`src/hdl/b2da_pkg.sv`:
```
// b2da_pkg: shared types and constants for the binary to decimal ascii converter
// depends on nothing; used by the interfaces, the cells, the formatter and the top level
`default_nettype none

package b2da_pkg;

    // widths fixed by the item format
    localparam int VALUE_W   = 32;
    localparam int NUM_DIGITS = 10;
    localparam int DIGIT_W   = 4;
    localparam int ASCII_W   = 6;
    localparam int COUNT_W   = 4;

    // one shift-and-adjust cell per input bit
    localparam int NUM_CELLS = VALUE_W;

    // ascii code of the character zero
    localparam logic [ASCII_W-1:0] ASCII_ZERO = 6'd48;

    // blanked digit code
    localparam logic [ASCII_W-1:0] ASCII_BLANK = 6'd0;

    // packed decimal digits, index 9 is the most significant
    typedef logic [NUM_DIGITS-1:0][DIGIT_W-1:0] t_bcd;

    // ascii digits, index 9 is the most significant
    typedef logic [NUM_DIGITS-1:0][ASCII_W-1:0] t_ascii;

    // data handed from one cell to the next
    typedef struct packed {
        t_bcd               bcd;
        logic [VALUE_W-1:0] bin;
    } t_stage;

endpackage

`default_nettype wire

```
`src/hdl/b2da_if.sv`:
```
// b2da_in_if / b2da_out_if: valid-ready channels for the converter
// depends on b2da_pkg for field widths
`default_nettype none

interface b2da_in_if;
    logic                         valid;
    logic                         ready;
    logic [b2da_pkg::VALUE_W-1:0] value;

    modport source (output valid, output value, input ready);
    modport sink   (input valid, input value, output ready);
endinterface

interface b2da_out_if;
    logic                         valid;
    logic                         ready;
    logic [b2da_pkg::ASCII_W-1:0] digit_9;
    logic [b2da_pkg::ASCII_W-1:0] digit_8;
    logic [b2da_pkg::ASCII_W-1:0] digit_7;
    logic [b2da_pkg::ASCII_W-1:0] digit_6;
    logic [b2da_pkg::ASCII_W-1:0] digit_5;
    logic [b2da_pkg::ASCII_W-1:0] digit_4;
    logic [b2da_pkg::ASCII_W-1:0] digit_3;
    logic [b2da_pkg::ASCII_W-1:0] digit_2;
    logic [b2da_pkg::ASCII_W-1:0] digit_1;
    logic [b2da_pkg::ASCII_W-1:0] digit_0;
    logic [b2da_pkg::COUNT_W-1:0] significant_count;

    modport source (
        output valid, input ready,
        output digit_9, output digit_8, output digit_7, output digit_6, output digit_5,
        output digit_4, output digit_3, output digit_2, output digit_1, output digit_0,
        output significant_count
    );
    modport sink (
        input valid, output ready,
        input digit_9, input digit_8, input digit_7, input digit_6, input digit_5,
        input digit_4, input digit_3, input digit_2, input digit_1, input digit_0,
        input significant_count
    );
endinterface

`default_nettype wire

```
`src/hdl/b2da_cell.sv`:
```
// b2da_cell: one shift-and-add-3 step of the binary to decimal conversion
// depends on b2da_pkg for t_stage and digit widths
`default_nettype none

module b2da_cell (
    input  wire logic              i_clk,
    input  wire logic              i_rst_n,
    input  wire logic              i_en,
    input  wire logic              i_valid,
    input  wire b2da_pkg::t_stage  i_data,
    output logic                   o_valid,
    output b2da_pkg::t_stage       o_data
);

    logic              r_valid;
    b2da_pkg::t_stage  r_data;
    b2da_pkg::t_stage  n_data;
    b2da_pkg::t_bcd    w_adj;

    // digits of five or more get three added so the shift carries correctly
    always_comb begin
        for (int d = 0; d < b2da_pkg::NUM_DIGITS; d++) begin
            if (i_data.bcd[d] >= 4'd5) begin
                w_adj[d] = i_data.bcd[d] + 4'd3;
            end else begin
                w_adj[d] = i_data.bcd[d];
            end
        end
    end

    // shift the top binary bit into the decimal digits
    always_comb begin
        n_data.bcd = {w_adj[b2da_pkg::NUM_DIGITS-1:0] << 1}
                   | b2da_pkg::t_bcd'(i_data.bin[b2da_pkg::VALUE_W-1]);
        n_data.bin = i_data.bin << 1;
    end

    // valid flag cleared by reset, data held on stall
    always_ff @(posedge i_clk) begin
        if (!i_rst_n) begin
            r_valid <= 1'b0;
        end else if (i_en) begin
            r_valid <= i_valid;
        end
    end

    always_ff @(posedge i_clk) begin
        if (i_en) begin
            r_data <= n_data;
        end
    end

    assign o_valid = r_valid;
    assign o_data  = r_data;

endmodule

`default_nettype wire

```
`src/hdl/b2da_fmt.sv`:
```
// b2da_fmt: output register with leading-zero blanking and digit count
// depends on b2da_pkg for t_bcd, t_ascii and code constants
`default_nettype none

module b2da_fmt (
    input  wire logic                         i_clk,
    input  wire logic                         i_rst_n,
    input  wire logic                         i_en,
    input  wire logic                         i_valid,
    input  wire b2da_pkg::t_bcd               i_bcd,
    output logic                              o_valid,
    output b2da_pkg::t_ascii                  o_digits,
    output logic [b2da_pkg::COUNT_W-1:0]      o_count
);

    logic                          r_valid;
    b2da_pkg::t_ascii              r_digits;
    logic [b2da_pkg::COUNT_W-1:0]  r_count;
    b2da_pkg::t_ascii              n_digits;
    logic [b2da_pkg::COUNT_W-1:0]  n_count;
    logic                          w_seen;

    // walk from the top digit, blanking zeros until the first nonzero one
    always_comb begin
        w_seen  = 1'b0;
        n_count = '0;
        for (int d = b2da_pkg::NUM_DIGITS - 1; d >= 0; d--) begin
            w_seen = w_seen | (i_bcd[d] != '0);
            if (w_seen) begin
                n_digits[d] = b2da_pkg::ASCII_ZERO
                            + {{(b2da_pkg::ASCII_W - b2da_pkg::DIGIT_W){1'b0}}, i_bcd[d]};
                n_count     = n_count + 1'b1;
            end else begin
                n_digits[d] = b2da_pkg::ASCII_BLANK;
            end
        end
    end

    // result register, loads whenever the chain advances
    always_ff @(posedge i_clk) begin
        if (!i_rst_n) begin
            r_valid <= 1'b0;
        end else if (i_en) begin
            r_valid <= i_valid;
        end
    end

    always_ff @(posedge i_clk) begin
        if (i_en) begin
            r_digits <= n_digits;
            r_count  <= n_count;
        end
    end

    assign o_valid  = r_valid;
    assign o_digits = r_digits;
    assign o_count  = r_count;

endmodule

`default_nettype wire

```
`src/hdl/binary_to_decimal_ascii.sv`:
```
// binary_to_decimal_ascii: top level, a chain of shift-and-add-3 cells and an output formatter
// depends on b2da_pkg, b2da_if, b2da_cell and b2da_fmt
//
// usage
//   i_in carries one 32-bit unsigned value per item. o_out gives one result item per
//   input item: ten ascii digits, most significant first (digit_9), with leading zeros
//   blanked to code 0, and the count of significant digits. A value of zero gives all
//   digits blanked and a count of zero.
// pipeline and throughput
//   a value passes 32 cells, one per input bit, then the formatter register; the first
//   cell loads at the accepting edge. One item enters per cycle while the chain advances
//   and nothing stalls; each cell holds one item in flight.
// reset
//   i_rst_n low for one clock clears every valid flag; items in flight are dropped and
//   o_out.valid is low after the next edge.
// stall
//   when o_out.valid is high and o_out.ready is low, the whole chain holds and
//   i_in.ready drops; while the output register is empty, nothing at the output
//   blocks the chain.
`default_nettype none

module binary_to_decimal_ascii (
    input  wire logic  i_clk,
    input  wire logic  i_rst_n,
    b2da_in_if.sink    i_in,
    b2da_out_if.source o_out
);

    logic                                 w_advance;
    logic [b2da_pkg::NUM_CELLS:0]         w_valid;
    b2da_pkg::t_stage                     w_data [b2da_pkg::NUM_CELLS+1];
    b2da_pkg::t_ascii                     w_digits;

    // the chain moves whenever the output register is free or being emptied
    assign w_advance  = !o_out.valid || o_out.ready;
    assign i_in.ready = w_advance;

    // head of the chain: empty digits, value as the binary shift register
    assign w_valid[0]    = i_in.valid;
    assign w_data[0].bcd = '0;
    assign w_data[0].bin = i_in.value;

    // one cell per input bit
    for (genvar c = 0; c < b2da_pkg::NUM_CELLS; c++) begin : g_cell
        b2da_cell u_cell (
            .i_clk   (i_clk),
            .i_rst_n (i_rst_n),
            .i_en    (w_advance),
            .i_valid (w_valid[c]),
            .i_data  (w_data[c]),
            .o_valid (w_valid[c+1]),
            .o_data  (w_data[c+1])
        );
    end

    // blanking and output register
    b2da_fmt u_fmt (
        .i_clk    (i_clk),
        .i_rst_n  (i_rst_n),
        .i_en     (w_advance),
        .i_valid  (w_valid[b2da_pkg::NUM_CELLS]),
        .i_bcd    (w_data[b2da_pkg::NUM_CELLS].bcd),
        .o_valid  (o_out.valid),
        .o_digits (w_digits),
        .o_count  (o_out.significant_count)
    );

    assign o_out.digit_9 = w_digits[9];
    assign o_out.digit_8 = w_digits[8];
    assign o_out.digit_7 = w_digits[7];
    assign o_out.digit_6 = w_digits[6];
    assign o_out.digit_5 = w_digits[5];
    assign o_out.digit_4 = w_digits[4];
    assign o_out.digit_3 = w_digits[3];
    assign o_out.digit_2 = w_digits[2];
    assign o_out.digit_1 = w_digits[1];
    assign o_out.digit_0 = w_digits[0];

endmodule

`default_nettype wire

```
`src/flat_wrapper.sv`:
```
// flat-port wrapper written by rule: the top's interface ports become plain ports
module binary_to_decimal_ascii_flat 
  (i_clk, i_rst_n, i_in_valid, i_in_value, i_in_ready, o_out_valid, o_out_ready, o_out_digit_9, o_out_digit_8, o_out_digit_7, o_out_digit_6, o_out_digit_5, o_out_digit_4, o_out_digit_3, o_out_digit_2, o_out_digit_1, o_out_digit_0, o_out_significant_count);
  b2da_in_if i_in_i ();
  b2da_out_if o_out_i ();
  input  wire logic i_clk;
  input  wire logic i_rst_n;
  input wire logic [$bits(i_in_i.valid)-1:0] i_in_valid;
  input wire logic [$bits(i_in_i.value)-1:0] i_in_value;
  output wire logic [$bits(i_in_i.ready)-1:0] i_in_ready;
  output wire logic [$bits(o_out_i.valid)-1:0] o_out_valid;
  input wire logic [$bits(o_out_i.ready)-1:0] o_out_ready;
  output wire logic [$bits(o_out_i.digit_9)-1:0] o_out_digit_9;
  output wire logic [$bits(o_out_i.digit_8)-1:0] o_out_digit_8;
  output wire logic [$bits(o_out_i.digit_7)-1:0] o_out_digit_7;
  output wire logic [$bits(o_out_i.digit_6)-1:0] o_out_digit_6;
  output wire logic [$bits(o_out_i.digit_5)-1:0] o_out_digit_5;
  output wire logic [$bits(o_out_i.digit_4)-1:0] o_out_digit_4;
  output wire logic [$bits(o_out_i.digit_3)-1:0] o_out_digit_3;
  output wire logic [$bits(o_out_i.digit_2)-1:0] o_out_digit_2;
  output wire logic [$bits(o_out_i.digit_1)-1:0] o_out_digit_1;
  output wire logic [$bits(o_out_i.digit_0)-1:0] o_out_digit_0;
  output wire logic [$bits(o_out_i.significant_count)-1:0] o_out_significant_count;
  assign i_in_i.valid = i_in_valid;
  assign i_in_i.value = i_in_value;
  assign i_in_ready = i_in_i.ready;
  assign o_out_valid = o_out_i.valid;
  assign o_out_i.ready = o_out_ready;
  assign o_out_digit_9 = o_out_i.digit_9;
  assign o_out_digit_8 = o_out_i.digit_8;
  assign o_out_digit_7 = o_out_i.digit_7;
  assign o_out_digit_6 = o_out_i.digit_6;
  assign o_out_digit_5 = o_out_i.digit_5;
  assign o_out_digit_4 = o_out_i.digit_4;
  assign o_out_digit_3 = o_out_i.digit_3;
  assign o_out_digit_2 = o_out_i.digit_2;
  assign o_out_digit_1 = o_out_i.digit_1;
  assign o_out_digit_0 = o_out_i.digit_0;
  assign o_out_significant_count = o_out_i.significant_count;
  binary_to_decimal_ascii u_core (.i_clk(i_clk), .i_rst_n(i_rst_n), .i_in(i_in_i), .o_out(o_out_i));
endmodule
```
`config.mk`:
```
export PLATFORM = sky130hd
export DESIGN_NAME = binary_to_decimal_ascii_flat
export DESIGN_NICKNAME = d
export VERILOG_FILES = /design/src/hdl/b2da_pkg.sv /design/src/hdl/b2da_if.sv /design/src/hdl/b2da_cell.sv /design/src/hdl/b2da_fmt.sv /design/src/hdl/binary_to_decimal_ascii.sv /design/src/flat_wrapper.sv
export SDC_FILE = /design/constraint.sdc
export NUM_CORES = 1
export LEC_CHECK = 0
export BUFFER_PORTS_ARGS = -buffer_cell sky130_fd_sc_hd__buf_2
export CAP_MARGIN = 20
export CORE_UTILIZATION = 65
export DETAILED_ROUTE_END_ITERATION = 7
export PLACE_DENSITY_LB_ADDON = 0.2
export SYNTH_ARGS = -nofsm -noshare
export SYNTH_HDL_FRONTEND = slang
export SYNTH_SLANG_ARGS = --single-unit
```
`constraint.sdc`:
```
create_clock -name i_clk -period 96.2 [get_ports i_clk]
set_input_delay 14.43 -clock i_clk [delete_from_list [all_inputs] [get_ports i_clk]]
set_output_delay 14.43 -clock i_clk [all_outputs]
set_load 0.02 [all_outputs]
```
# [Yosys cells after proc, flatten, opt, wreduce, memory -nomap -nowiden]
# Cells that the tools add are included.
[totals] reg_bits=1830 inputBits=36 wordCells=1369
[classes] magnitude_cmp=301 mux=311 n_reduce_logical=12 bitwise_logic=40 n_addsub=320
[op_table] operator="40-bit by 1-bit bitwise OR with 40-bit output" n=30
[op_table] operator="4-bit by 3-bit greater-or-equal comparator with 1-bit output (second input constant)" n=299
[op_table] operator="4-bit 2-to-1 mux" n=278
[op_table] operator="4-bit by 2-bit adder with 4-bit output (second input constant)" n=270
[op_table] operator="3-bit 2-to-1 mux" n=31
[op_table] operator="3-bit by 2-bit adder with 3-bit output (second input constant)" n=29
[op_table] operator="5-bit by 5-bit adder with 6-bit output (first input constant)" n=10
[op_table] operator="4-bit nonzero test" n=10
[op_table] operator="4-bit by 1-bit adder with 4-bit output (second input constant)" n=8
[op_table] operator="1-bit bitwise OR" n=9
[op_table] operator="4-bit by 1-bit bitwise OR with 4-bit output" n=1
[op_table] operator="1-bit by 2-bit adder with 3-bit output (both inputs constant)" n=1
[op_table] operator="1-bit by 2-bit adder with 3-bit output (second input constant)" n=1
[op_table] operator="1-bit by 3-bit greater-or-equal comparator with 1-bit output (both inputs constant)" n=1
[op_table] operator="1-bit by 3-bit greater-or-equal comparator with 1-bit output (second input constant)" n=1
[op_table] operator="1-bit by 1-bit adder with 2-bit output (second input constant)" n=1
[op_table] operator="2-bit 2-to-1 mux" n=1
[op_table] operator="1-bit zero test" n=1
[op_table] operator="1-bit logical OR" n=1
[op_table] operator="1-bit 2-to-1 mux" n=1

# [Logic depth before layout (Yosys ltp)]
# Gate-level depths: netlist (run 1).
[depth] depth_word=20 depth_mapped=17 ltp_nobuf=17

# [Cells and area by module]
# A second synthesis (run 1) with hierarchy kept.
[hier_totals] cells_unflattened=7601 hier_area_um2=103991.0
[modules_own_cells] mod="b2da_cell" instances=32 area_per_inst_um2=3173.0 cells_each=232 seq_area_each_um2=2152.1
[modules_own_cells] mod="b2da_fmt" instances=1 area_per_inst_um2=2443.6 cells_each=175 seq_area_each_um2=1641.6
[modules_own_cells] mod="binary_to_decimal_ascii" instances=1 area_per_inst_um2=10.0 cells_each=2 seq_area_each_um2=0.0

# [Least setup slack after synthesis (run 1)]
# OpenSTA, ideal clock, no wires.
[synth_path] path_kind="input port to output port" startpoint="input port o_out_ready" endpoint="output port i_in_ready" arrival_time_ns=48.013 slack_ns=33.757 path_stages=4 t_required_ns=81.770 cell_sequence="nor2b_1 clkbuf_1 inv_1 buf_1"
[synth_between] elab_chain_cells=1
[synth_lines] element="start: declaration" line="flat_wrapper.sv:12" text="input wire logic [$bits(o_out_i.ready)-1:0] o_out_ready;"
[synth_lines] element="1-bit logical OR" line="binary_to_decimal_ascii.sv:35" text="assign w_advance = !o_out.valid || o_out.ready;"
[synth_lines] element="end: declaration" line="flat_wrapper.sv:10" text="output wire logic [$bits(i_in_i.ready)-1:0] i_in_ready;"
# Every way passes these cells.

# [Final worst setup path (run 1)]
# Ends and elaborated chain as after synthesis.

==> results by group, run 1 <==
Route
  – Initial DRT Pass Iterations: 5
  – Vias: 27.80k
  – Post-route ant nets: 0
  – Via/cell ratio: 5.250
  – Final wirelength: 70.95 mm
  – Initial drt markers: approximately 1.4k
  – Drt wl/cell: 13.40 microns
  – DR DRC count: 0

GRT
  – Antenna violations before repair: 0
  – First-pass GRT wire length: about 120 mm
  – Vias in the first global route: 27.32k
  – All-Layer GR Usage: around 17%
  – Total grt overflow: 0
  – Largest net degree at the start of global routing: 146

Critical path
  – Max incr delay on CP: 0.49 ns
  – CP max stage cell: inv_8
  – Worst path cell trace: buf_2 > nor2b_2 > buf_4 > inv_8 > buf_2
  – R2r endpoint: u_core.g_cell[6].u_cell.o_data[27]$_DFFE_PP_
  – Reg2Reg Setup Slack: 91.23 ns
  – Crit-path leading delay family: buffers and inverters
  – Worst reg2reg path startpoint: u_core.u_fmt.o_valid$_SDFFE_PN0P_
  – Cell mode on critical path: buf_2
  – Register-to-Register Path Depth: 8
  – Critical path fanouts, max: between 100 and 150
  – CP arrival: 15.59 ns
  – Worst EP required: 81.77 ns
  – CP Launch Type: input port
  – Crit. End Element: output port
  – Crit Path Category: in2out
  – WP buf/inv: 4

Finish
  – Area grow syn2layout: 10.50%
  – Nets: roughly 4.5k
  – Filler cell count: 5141
  – Fraction of layout cells with a size suffix above 1: 7.265%
  – Finished Layout Cells: 5296
  – # diodes: 0

STA
  – RSZ-0062 raised after global routing: false
  – Max_slew headroom: 29.46%
  – Final setup TNS: 0 ns
  – Final setup violation count: 0
  – Clock skew: 0.05033 ns
  – Tmin final: 30.02 ns
  – Peak Freq: 33.31 MHz
  – Final Hold Viols: 0
  – Fin. max-slew vios: 0
  – Period utilization: 31.21%
  – Slew at the pin closest to its max-slew limit: 1.048 ns

Clock tree
  – Clk slew on worst S/H paths: 0.06 ns
  – Root Driver: clkbuf_16
  – PostCTS Resize Cnt: 0
  – Hold_buf cts: 0
  – Clock sinks: 1263
  – H-tree depth: 3
  – TritonCTS clock tree: done
  – Setup Fix Bufs, Post-CTS: 0
  – Clock Latency Late Sink: 0.69 ns
  – Max clock buf depth: 3
  – Cts bufs inserted: 121

Power
  – P_leak: ~0.025 uW
  – Worst vdd rail ir drop: 0.02483 mV
  – Power per cell area: 31.33 nW/um^2

Floorplanning
  – Die area: 84160 sq um
  – # rows: 105
  – Die height: 290.1 microns
  – Core area: 82110 sq um
  – I/O pin cnt: 102
  – Die W: 290.1 microns
  – Initial core utilization: 65.70%

Min path
  – WHS Path Cells: 0
  – Min-delay src: u_core.g_cell[24].u_cell.o_data[28]$_DFFE_PP_
  – Hold Path Class: reg2reg
  – WHS Endpoint: u_core.g_cell[25].u_cell.o_data[29]$_DFFE_PP_

Logic synthesis
  – Top cells by area, synth: edfxtp_1 68%, ha_1 7.4%, nand2_1 4.6%, nand2b_1 3.4%, o21ai_0 2.8%
  – Seq cells post-synth: 1263
  – Cell count after synthesis: 3942
  – Main flop type after synthesis: edfxtp_1
  – Yosys top cell by area: edfxtp_1
  – Synth cell types: 46
  – Top-area cell type share of the netlist area: 68.46%
  – Syn_area_per_cell: ~14 sq um
  – Post-synth ARST share: 0%
  – Sequential share of the synthesized area: 69.69%
  – Cell area after synthesis: approximately 54000 sq um
  – Post-synth EDFFs: between 1k and 1.5k
  – Warnings from Yosys: 0
  – Syn nets: ~4.3k

Placed design
  – Port Buffers: between 100 and 150
  – Final HPWL DP: 43.74 mm
  – Inst Count DP: about 5.1k
  – Final Wtd Congestion: 0.8065

Job
  – Max cap viols: 0

Run status
  – Outcome: finished, final reports clean
area by class of cell:
| cell class | count | area (sq um) | area share, % |
|---|---|---|---|
| Tap cell | 1070 | 1339 | 2.246 |
| Timing Repair Buffer | 118 | 665.6 | 1.117 |
| Inverter | 321 | 1212 | 2.034 |
| Sequential cell | 1263 | 37600 | 63.06 |
| Clock inverter | 73 | 733.2 | 1.230 |
| Multi-Input combinational cell | 2297 | 14880 | 24.95 |
| Clock buffer | 154 | 3193 | 5.356 |
worst reg2reg max path: stages (launching register included):
cell	delay, ns
dfxtp_1	0.30
nor2b_2	0.14
buf_4	0.24
inv_8	0.49
buf_4	0.79
buf_4	0.90
buf_4	0.38
buf_16	0.36
buf_4	0.92
metal layers:
layer | GRT usage, % | vias to the layer above | wire [microns]
li1 | - | 14140 | -
met1 | 18.10 | 13220 | 28010
met2 | 33.41 | 310 | 39220
met3 | 2.528 | 135 | 1935
met4 | 6.111 | 0 | 1783
met5 | 0 | - | 0
stage by stage:
step | total power, uW | util, % | hold slack, ns | instance area (sq um) | setup WS, ns
after floorplan | 1300 | - | 0.4003 | 53950 | 33.76
after global placement | 1381 | 67.79 | 0.4001 | 55660 | 66.19
after detailed placement | 1417 | 67.79 | 0.4045 | 55660 | 66.19
after CTS | 1890 | 72.57 | 0.3957 | 59590 | 66.18
after global routing | 1999 | 72.61 | 0.4099 | 59620 | 66.08
final | 1868 | 72.61 | 0.3966 | 59620 | 66.18
worst max-delay path by stage:
stage,slack (ns),start,endpoint,cells after the start
6_report,66.18,o_out_ready,i_in_ready,5
5_1_grt,66.08,o_out_ready,i_in_ready,5
4_1_cts,66.18,o_out_ready,i_in_ready,5
3_5_place_dp,66.19,o_out_ready,i_in_ready,5
3_3_place_gp,66.19,o_out_ready,i_in_ready,5
2_1_floorplan,33.76,o_out_ready,i_in_ready,4
state kept, by name (all words and copies together), names as in the netlist:
| register | flops |
|---|---|
| u_core.g_cell.u_cell.o_data | 1176 |
| u_core.u_fmt.o_valid | 1 |
| u_core.u_fmt.o_digits | 50 |
| u_core.u_fmt.o_count | 4 |
| u_core.g_cell.u_cell.o_valid | 32 |
Yosys cell counts, types with 46 or more instances:
cell type     n
ha_1        321
edfxtp_1   1230
nand2b_1    289
nor2_1      167
a21oi_1     163
inv_1       320
o21ai_0     307
mux2i_1     149
xnor2_1     158
nand2_1     654
clkbuf_1     46
power breakdown:
part	total, uW	switching [uW]	internal (uW)	leakage, uW
Combinational	500	269	231	0.00906
Clock	461	197	265	0.00192
Sequential	907	100	807	0.0138
cells by family (layout without fill, tap and decap cells):
group,count (synthesis),in the layout,share of synthesized area [%]
buffers and inverters,382,666,2.741
and+or+nand+nor,1147,1147,9.666
DFF,1263,1263,69.69
muxes,149,149,2.765
adders and majority gates,321,321,7.445
xor gates and xnor gates,160,160,2.611
AOI/OAI and AO/OA,520,520,5.084
placed cells by master (no fill, tap or decap), types with 2 or more instances in the layout:
master        n
buf_2       101
clkinv_1     26
nand2_1     654
o211ai_1      2
nand4_1       2
nor4_1        4
edfxtp_1   1230
clkinv_2     26
clkinv_16     4
a21boi_0     33
o21a_1        5
buf_4        15
ha_1        321
inv_6         2
clkbuf_8      2
o21ai_0     307
nor4_4        3
or4_4         2
or3_1         2
inv_1       319
nor4_2        2
and2_1        5
dfxtp_1      33
mux2i_1     149
clkbuf_1     30
o22a_1        6
nand2b_1    289
nor2b_1       3
xnor2_1     158
clkbuf_16   122
a21oi_1     163
nor2_1      167
bufinv_16    11
nand3_1       3
No activity file was read; power rests on OpenSTA's default activity.
==> inputs of run 2 (changes only) <==
--- a/config.mk
+++ b/config.mk
@@ -5,9 +5,10 @@
 export SDC_FILE = /design/constraint.sdc
 export NUM_CORES = 1
 export LEC_CHECK = 0
+export ABC_AREA = 1
 export BUFFER_PORTS_ARGS = -buffer_cell sky130_fd_sc_hd__buf_2
 export CAP_MARGIN = 20
-export CORE_UTILIZATION = 65
+export CORE_UTILIZATION = 57
 export DETAILED_ROUTE_END_ITERATION = 7
 export PLACE_DENSITY_LB_ADDON = 0.2
 export SYNTH_ARGS = -nofsm -noshare
==> constraint.sdc (replaced) <==
create_clock -name i_clk -period 26.2 [get_ports i_clk]
set_input_delay 3.93 -clock i_clk [delete_from_list [all_inputs] [get_ports i_clk]]
set_output_delay 3.93 -clock i_clk [all_outputs]
set_load 0.02 [all_outputs]
==> run 2 against run 1 <==
  * Sequential power increased to 3.7 times the previous value
  * Die area increased by 14%
  * First-iteration DRC count increased by 19%
  * Non-clock buffer count decreased by 5
  * Combinational power increased to 3.6 times the previous value
  * Sequential share of layout area decreased by 0.53 points
  * Synthesized cell count increased by 6.6%
  * Routed wire length increased by 3.5%
  * Critical path type unchanged
  * Critical endpoint unchanged
  * Largest cell class unchanged
==> results by group, run 2 <==
Clock tree
  – Clk slew on worst S/H paths: roughly 0.060 ns
  – Clock sinks: 1263
  – PostCTS Resize Cnt: 0
  – Cts bufs inserted: 132
  – Hold_buf cts: 0
  – TritonCTS clock tree: done
  – Clock Latency Late Sink: 0.74 ns
  – H-tree depth: 4
  – Root Driver: clkbuf_16
  – Setup Fix Bufs, Post-CTS: 0
  – Max clock buf depth: 3

Logic synthesis
  – Synth Area in Simple Gates: 6.585%
  – Synth Area in Compound Gates: 8.688%
  – Post-synth EDFFs: 1230
  – Yosys top cell by area: edfxtp_1
  – Syn_area_per_cell: 12.83 sq um
  – Largest family of logic cells by synthesized area: compound AO/OA/AOI/OAI gates
  – Synth cell types: 35
  – Sequential share of the synthesized area: 69.75%
  – Cell area after synthesis: 53900 sq um
  – Commonest cells post-synth: 1230 x edfxtp_1, 643 x inv_1, 433 x o21ai_0, 427 x nor2_1, 393 x a21oi_1
  – Syn nets: 4559
  – Cell count after synthesis: 4202
  – Top cells by area, synth: edfxtp_1 69%, ha_1 7.5%, inv_1 4.5%, o21ai_0 4.0%, a21oi_1 3.6%
  – Top-area cell type share of the netlist area: 68.52%
  – Post-synth ARST share: 0%
  – Multiplexer area fraction after synthesis: 0%
  – Main flop type after synthesis: edfxtp_1
  – Most frequent cell after synthesis: edfxtp_1
  – Xor/xnor share of the synthesized area: 2.551%
  – Warnings from Yosys: 0
  – Post-synthesis adder-cell area fraction: 7.451%
  – Seq cells post-synth: 1263

Power
  – Net Sw Frac: a little under a third
  – Cell-internal power: 4751 uW
  – Combinational power share: 25.7%
  – P_leak: 0.02514 uW
  – Clock share of power: 25.9%
  – Power per cell area: about 120 nW/um^2
  – Worst vdd rail ir drop: ~0.08 mV
  – Sw power: 2222 uW
  – Sequential share of power: just under 50%

Finish
  – Most frequent cells in the layout: 1230 x edfxtp_1, 642 x inv_1, 433 x o21ai_0, 426 x nor2_1, 393 x a21oi_1
  – Max reg flops: 1176
  – # diodes: 0
  – Nets: 4747
  – Area grow syn2layout: 11.53%
  – Fraction of layout cells with a size suffix above 1: 8.765%
  – Most common cell after layout, fill and taps aside: edfxtp_1
  – Final instance area: ~60000 sq um

Route
  – Vias: 29.08k
  – Drt wl/cell: 12.77 microns
  – Via/cell ratio: around 5.1
  – DR DRC count: 0
  – Post-route ant nets: 0
  – Initial DRT Pass Iterations: 5
  – Initial drt markers: between 1.5k and 2k
  – Final wirelength: 73.42 mm

Critical path
  – Crit Path Category: in2out
  – CP Launch Type: input port
  – Worst EP required: ~22 ns
  – CP arrival: roughly 5.2 ns
  – Crit. End Element: output port
  – Critical path fanouts, max: 134

Placed design
  – Final Wtd Congestion: 0.7850
  – Placed inst area: 55850 sq um
  – Port Buffers: 101
  – Final HPWL DP: 45.64 mm

STA
  – Max_slew headroom: 27.76%
  – RSZ-0062 raised after global routing: false
  – Period utilization: about a third
  – Fin. max-slew vios: 0
  – Tmin final: 9.122 ns
  – Final setup TNS: 0 ns
  – Final setup violation count: 0
  – Peak Freq: 109.6 MHz
  – Clock skew: about 0.024 ns
  – Final Hold Viols: 0
  – Slew at the pin closest to its max-slew limit: 1.084 ns

GRT
  – Gr busiest metal: met2
  – Vias in the first global route: between 20k and 30k
  – Antenna violations before repair: 0
  – Met2 Use GR: 29.38%
  – GR met1 Demand/Resource: 17.32%
  – First-pass GRT wire length: 123.3 mm
  – Met3 usage: roughly 3.2%
  – All-Layer GR Usage: 15.69%
  – Largest net degree at the start of global routing: 211
  – Total grt overflow: 0

Floorplanning
  – Die area: 95800 sq um
  – Core area: approximately 93000 sq um
  – Initial core utilization: 57.67%
  – Die W: between 300 and 400 microns
  – Die height: 309.5 microns
  – # rows: 112
  – I/O pin cnt: 102

Run status
  – Outcome: finished, final reports clean

Job
  – Max cap viols: 0

Min path
  – Hold Path Class: reg2reg
## run 2: final timing paths
path	start	end	cells past startpoint	slack, ns
worst min-delay path	u_core.g_cell[2].u_cell.o_data[28]$_DFFE_PP_	u_core.g_cell[3].u_cell.o_data[29]$_DFFE_PP_	0	0.40
worst max register to register	u_core.u_fmt.o_valid$_SDFFE_PN0P_	u_core.g_cell[26].u_cell.o_data[38]$_DFFE_PP_	8	21.99
worst max-delay path	o_out_ready	i_in_ready	5	17.08
worst min register to register	u_core.g_cell[2].u_cell.o_data[28]$_DFFE_PP_	u_core.g_cell[3].u_cell.o_data[29]$_DFFE_PP_	0	0.40
## run 2: logic make-up (layout without fill, tap and decap cells)
kind of cell,after synthesis,after routing
adders and majority gates,321,321
xor gates and xnor gates,157,157
AOI/OAI and AO/OA,899,899
DFF,1263,1263
buffers and inverters,705,998
and+or+nand+nor,857,857
## run 2: metal layers
metal	wire, microns	up-vias
li1	-	14880
met1	29800	13710
met2	39380	355
met3	2432	138
met4	1812	0
met5	0	-
## run 2: area by class of cell
type / instances / area (sq um)
Fill cell: 6783 / 33350
Multi-Input combinational cell: 2234 / 13630
Clock inverter: 77 / 744.5
Clock buffer: 162 / 3500
Inverter: 646 / 2432
Tap cell: 1254 / 1569
Sequential cell: 1263 / 37600
Timing Repair Buffer: 113 / 653.1
## run 2: stage by stage
step / power (uW) / cells / util [%] / worst slack, ns / hold slack, ns
detailed placement: 5204 / 5509 / 59.75 / 17.00 / 0.4045
floorplan: 4738 / 4202 / - / 2.255 / 0.4003
global route: 7505 / 5749 / 64.32 / 16.91 / 0.4110
global placement: 5078 / 5509 / 59.75 / 16.99 / 0.4002
finish: 6973 / 5749 / 64.32 / 17.08 / 0.3993
CTS: 7052 / 5748 / 64.29 / 17.00 / 0.4034
## run 2: critical path, stage by stage
cell and delay (ns):
buf_2 0.08, nor2_2 0.03, buf_4 0.22, inv_8 0.59, buf_2 0.30
## run 2: power groups by stage
stage	sequential [uW]	clock (uW)	combinational [uW]
2_1_floorplan	3340	0	1400
3_3_place_gp	3390	0	1690
3_5_place_dp	3410	0	1790
4_1_cts	3380	1860	1820
5_1_grt	3450	1930	2120
6_report	3370	1810	1790
==> inputs of run 3 (changes only) <==
--- a/config.mk
+++ b/config.mk
@@ -8,7 +8,7 @@
 export ABC_AREA = 1
 export BUFFER_PORTS_ARGS = -buffer_cell sky130_fd_sc_hd__buf_2
 export CAP_MARGIN = 20
-export CORE_UTILIZATION = 57
+export CORE_UTILIZATION = 63
 export DETAILED_ROUTE_END_ITERATION = 7
 export PLACE_DENSITY_LB_ADDON = 0.2
 export SYNTH_ARGS = -nofsm -noshare
==> constraint.sdc (replaced) <==
create_clock -name i_clk -period 8.6 [get_ports i_clk]
set_input_delay 1.29 -clock i_clk [delete_from_list [all_inputs] [get_ports i_clk]]
set_output_delay 1.29 -clock i_clk [all_outputs]
set_load 0.02 [all_outputs]
==> run 3 against run 2 <==
  * Hold slack gained 0.0045 ns
  * Clock-buffer cell count shrank 13
  * First-iteration DRC count shrank 0.24%
  * Die area shrank 9.5%
  * Largest cell class unchanged
  * Highest routed layer unchanged
==> results by group, run 3 (synthesis gave the netlist of run 2 again) <==
Floorplanning
  – I/O pin cnt: 102
  – # rows: 106
  – Core area: 84220 sq um
  – Die W: 294.5 microns
  – Die area: 86740 sq um
  – Initial core utilization: between 60% and 70%
  – Die height: 294.5 microns

Clock tree
  – Root Driver: clkbuf_16
  – Clock sinks: 1263
  – Max clock buf depth: 3
  – Hold_buf cts: 0
  – Cts bufs inserted: 131
  – TritonCTS clock tree: done
  – Setup Fix Bufs, Post-CTS: 0
  – H-tree depth: 4
  – Clock Latency Late Sink: roughly 0.73 ns
  – Clk slew on worst S/H paths: 0.06 ns
  – PostCTS Resize Cnt: 0

GRT
  – Antenna violations before repair: 0
  – Vias in the first global route: 29.43k
  – Largest net degree at the start of global routing: 202
  – First-pass GRT wire length: 128.7 mm
  – Total grt overflow: 0
  – All-Layer GR Usage: around 18%

Power
  – Net Sw Frac: 32.19%
  – P_leak: 0.02514 uW
  – Total power: between 20000 and 25000 uW
  – Worst vdd rail ir drop: 0.2681 mV
  – Sequential share of power: approximately 48%
  – Cell-internal power: 14470 uW
  – Combinational power share: 25.7%
  – Sw power: 6869 uW
  – Power per cell area: 355.3 nW/um^2
  – Clock share of power: a little over a quarter

Finish
  – Filler cell count: 5382
  – # diodes: 0
  – Most common cell after layout, fill and taps aside: edfxtp_1
  – Seq. cell area: about 38000 sq um
  – Multi-input logic area: 13630 sq um
  – Fraction of layout cells with a size suffix above 1: 8.655%
  – Area grow syn2layout: 11.43%
  – Most frequent cells in the layout: 1230 x edfxtp_1, 642 x inv_1, 433 x o21ai_0, 426 x nor2_1, 393 x a21oi_1
  – Final instance area: 60070 sq um
  – Max reg flops: between 1k and 1.5k
  – Nets: 4747

Route
  – Via/cell ratio: 5.215
  – Initial drt markers: 1677
  – Post-route ant nets: 0
  – Vias: 29.29k
  – Final wirelength: about 76 mm
  – Initial DRT Pass Iterations: 7
  – Drt wl/cell: 13.45 microns
  – DR DRC count: 0

Placed design
  – Placed inst area: 55730 sq um
  – Final HPWL DP: 44.44 mm
  – Port Buffers: 101
  – Final Wtd Congestion: 0.7652
  – Setup WS pre-CTS: 4.160 ns

STA
  – Final setup violation count: 0
  – Fin. max-slew vios: 0
  – Fin worst setup slack: approximately 4.8 ns
  – Final setup TNS: 0 ns
  – Hold_ws: 0.4038 ns
  – Tmin final: 3.826 ns
  – Slew at the pin closest to its max-slew limit: 0.9928 ns
  – Max_slew headroom: 33.82%
  – RSZ-0062 raised after global routing: false
  – Period utilization: 44.49%
  – Final Hold Viols: 0
  – Peak Freq: 261.4 MHz
  – Clock skew: 0.05206 ns

Run status
  – Outcome: finished, final reports clean

Min path
  – Hold Path Class: reg2reg
  – Min-delay src: u_core.g_cell[1].u_cell.o_data[29]$_DFFE_PP_

Critical path
  – Crit. End Element: output port
  – Crit Path Category: in2out
  – Worst EP required: 7.31 ns
  – CP Launch Type: input port
  – Start point of the critical path: o_out_ready
  – Critical path fanouts, max: 110
  – CP arrival: 2.54 ns
  – Worst reg2reg path startpoint: u_core.g_cell[31].u_cell.o_data[61]$_DFFE_PP_

Job
  – Max cap viols: 0
run 3: worst paths after layout:
| check | to | depth (start not counted) | slack [ns] |
|---|---|---|---|
| worst max-delay path | i_in_ready | 5 | 4.77 |
| worst min-delay path | u_core.g_cell[2].u_cell.o_data[30]$_DFFE_PP_ | 0 | 0.40 |
| worst max register to register | u_core.u_fmt.o_count[1]$_DFFE_PP_ | 21 | 5.12 |
| worst min register to register | u_core.g_cell[2].u_cell.o_data[30]$_DFFE_PP_ | 0 | 0.40 |
run 3: area by class of cell:
cell class	instances	share of cell area, %
clock buffer	149	5.570
clock inverter	77	1.652
inverter	646	4.049
multi-input combinational	2234	22.69
sequential	1263	62.59
tap	1134	2.362
timing repair buffer	114	1.087
run 3: worst max-delay path, cell delays in order:
cell,delay (ns)
buf_2,0.08
nor2_2,0.03
buf_4,0.22
inv_8,0.55
buf_2,0.30
run 3: layer usage:
layer	global-route usage [%]	share of wire [%]	vias up
met5	0	0	-
met4	6.199	2.3	0
met3	3.280	3.1	137
met2	35.23	56	389
met1	19.08	39	13900
li1	-	-	14860
run 3: power by group through the flow:
stage	clock [uW]	sequential [uW]	combinational, uW
global route	5960	10500	6460
CTS	5730	10300	5530
global placement	0	10300	5070
detailed placement	0	10400	5410
floorplan	0	10200	4260
finish	5590	10300	5490
run 3: metrics by stage:
| step | std cells | util (%) |
|---|---|---|
| finish | 5617 | 71.32 |
| global route | 5617 | 71.32 |
| CTS | 5617 | 71.32 |
| detailed placement | 5391 | 66.17 |
| global placement | 5391 | 66.17 |
| floorplan | 4202 | - |
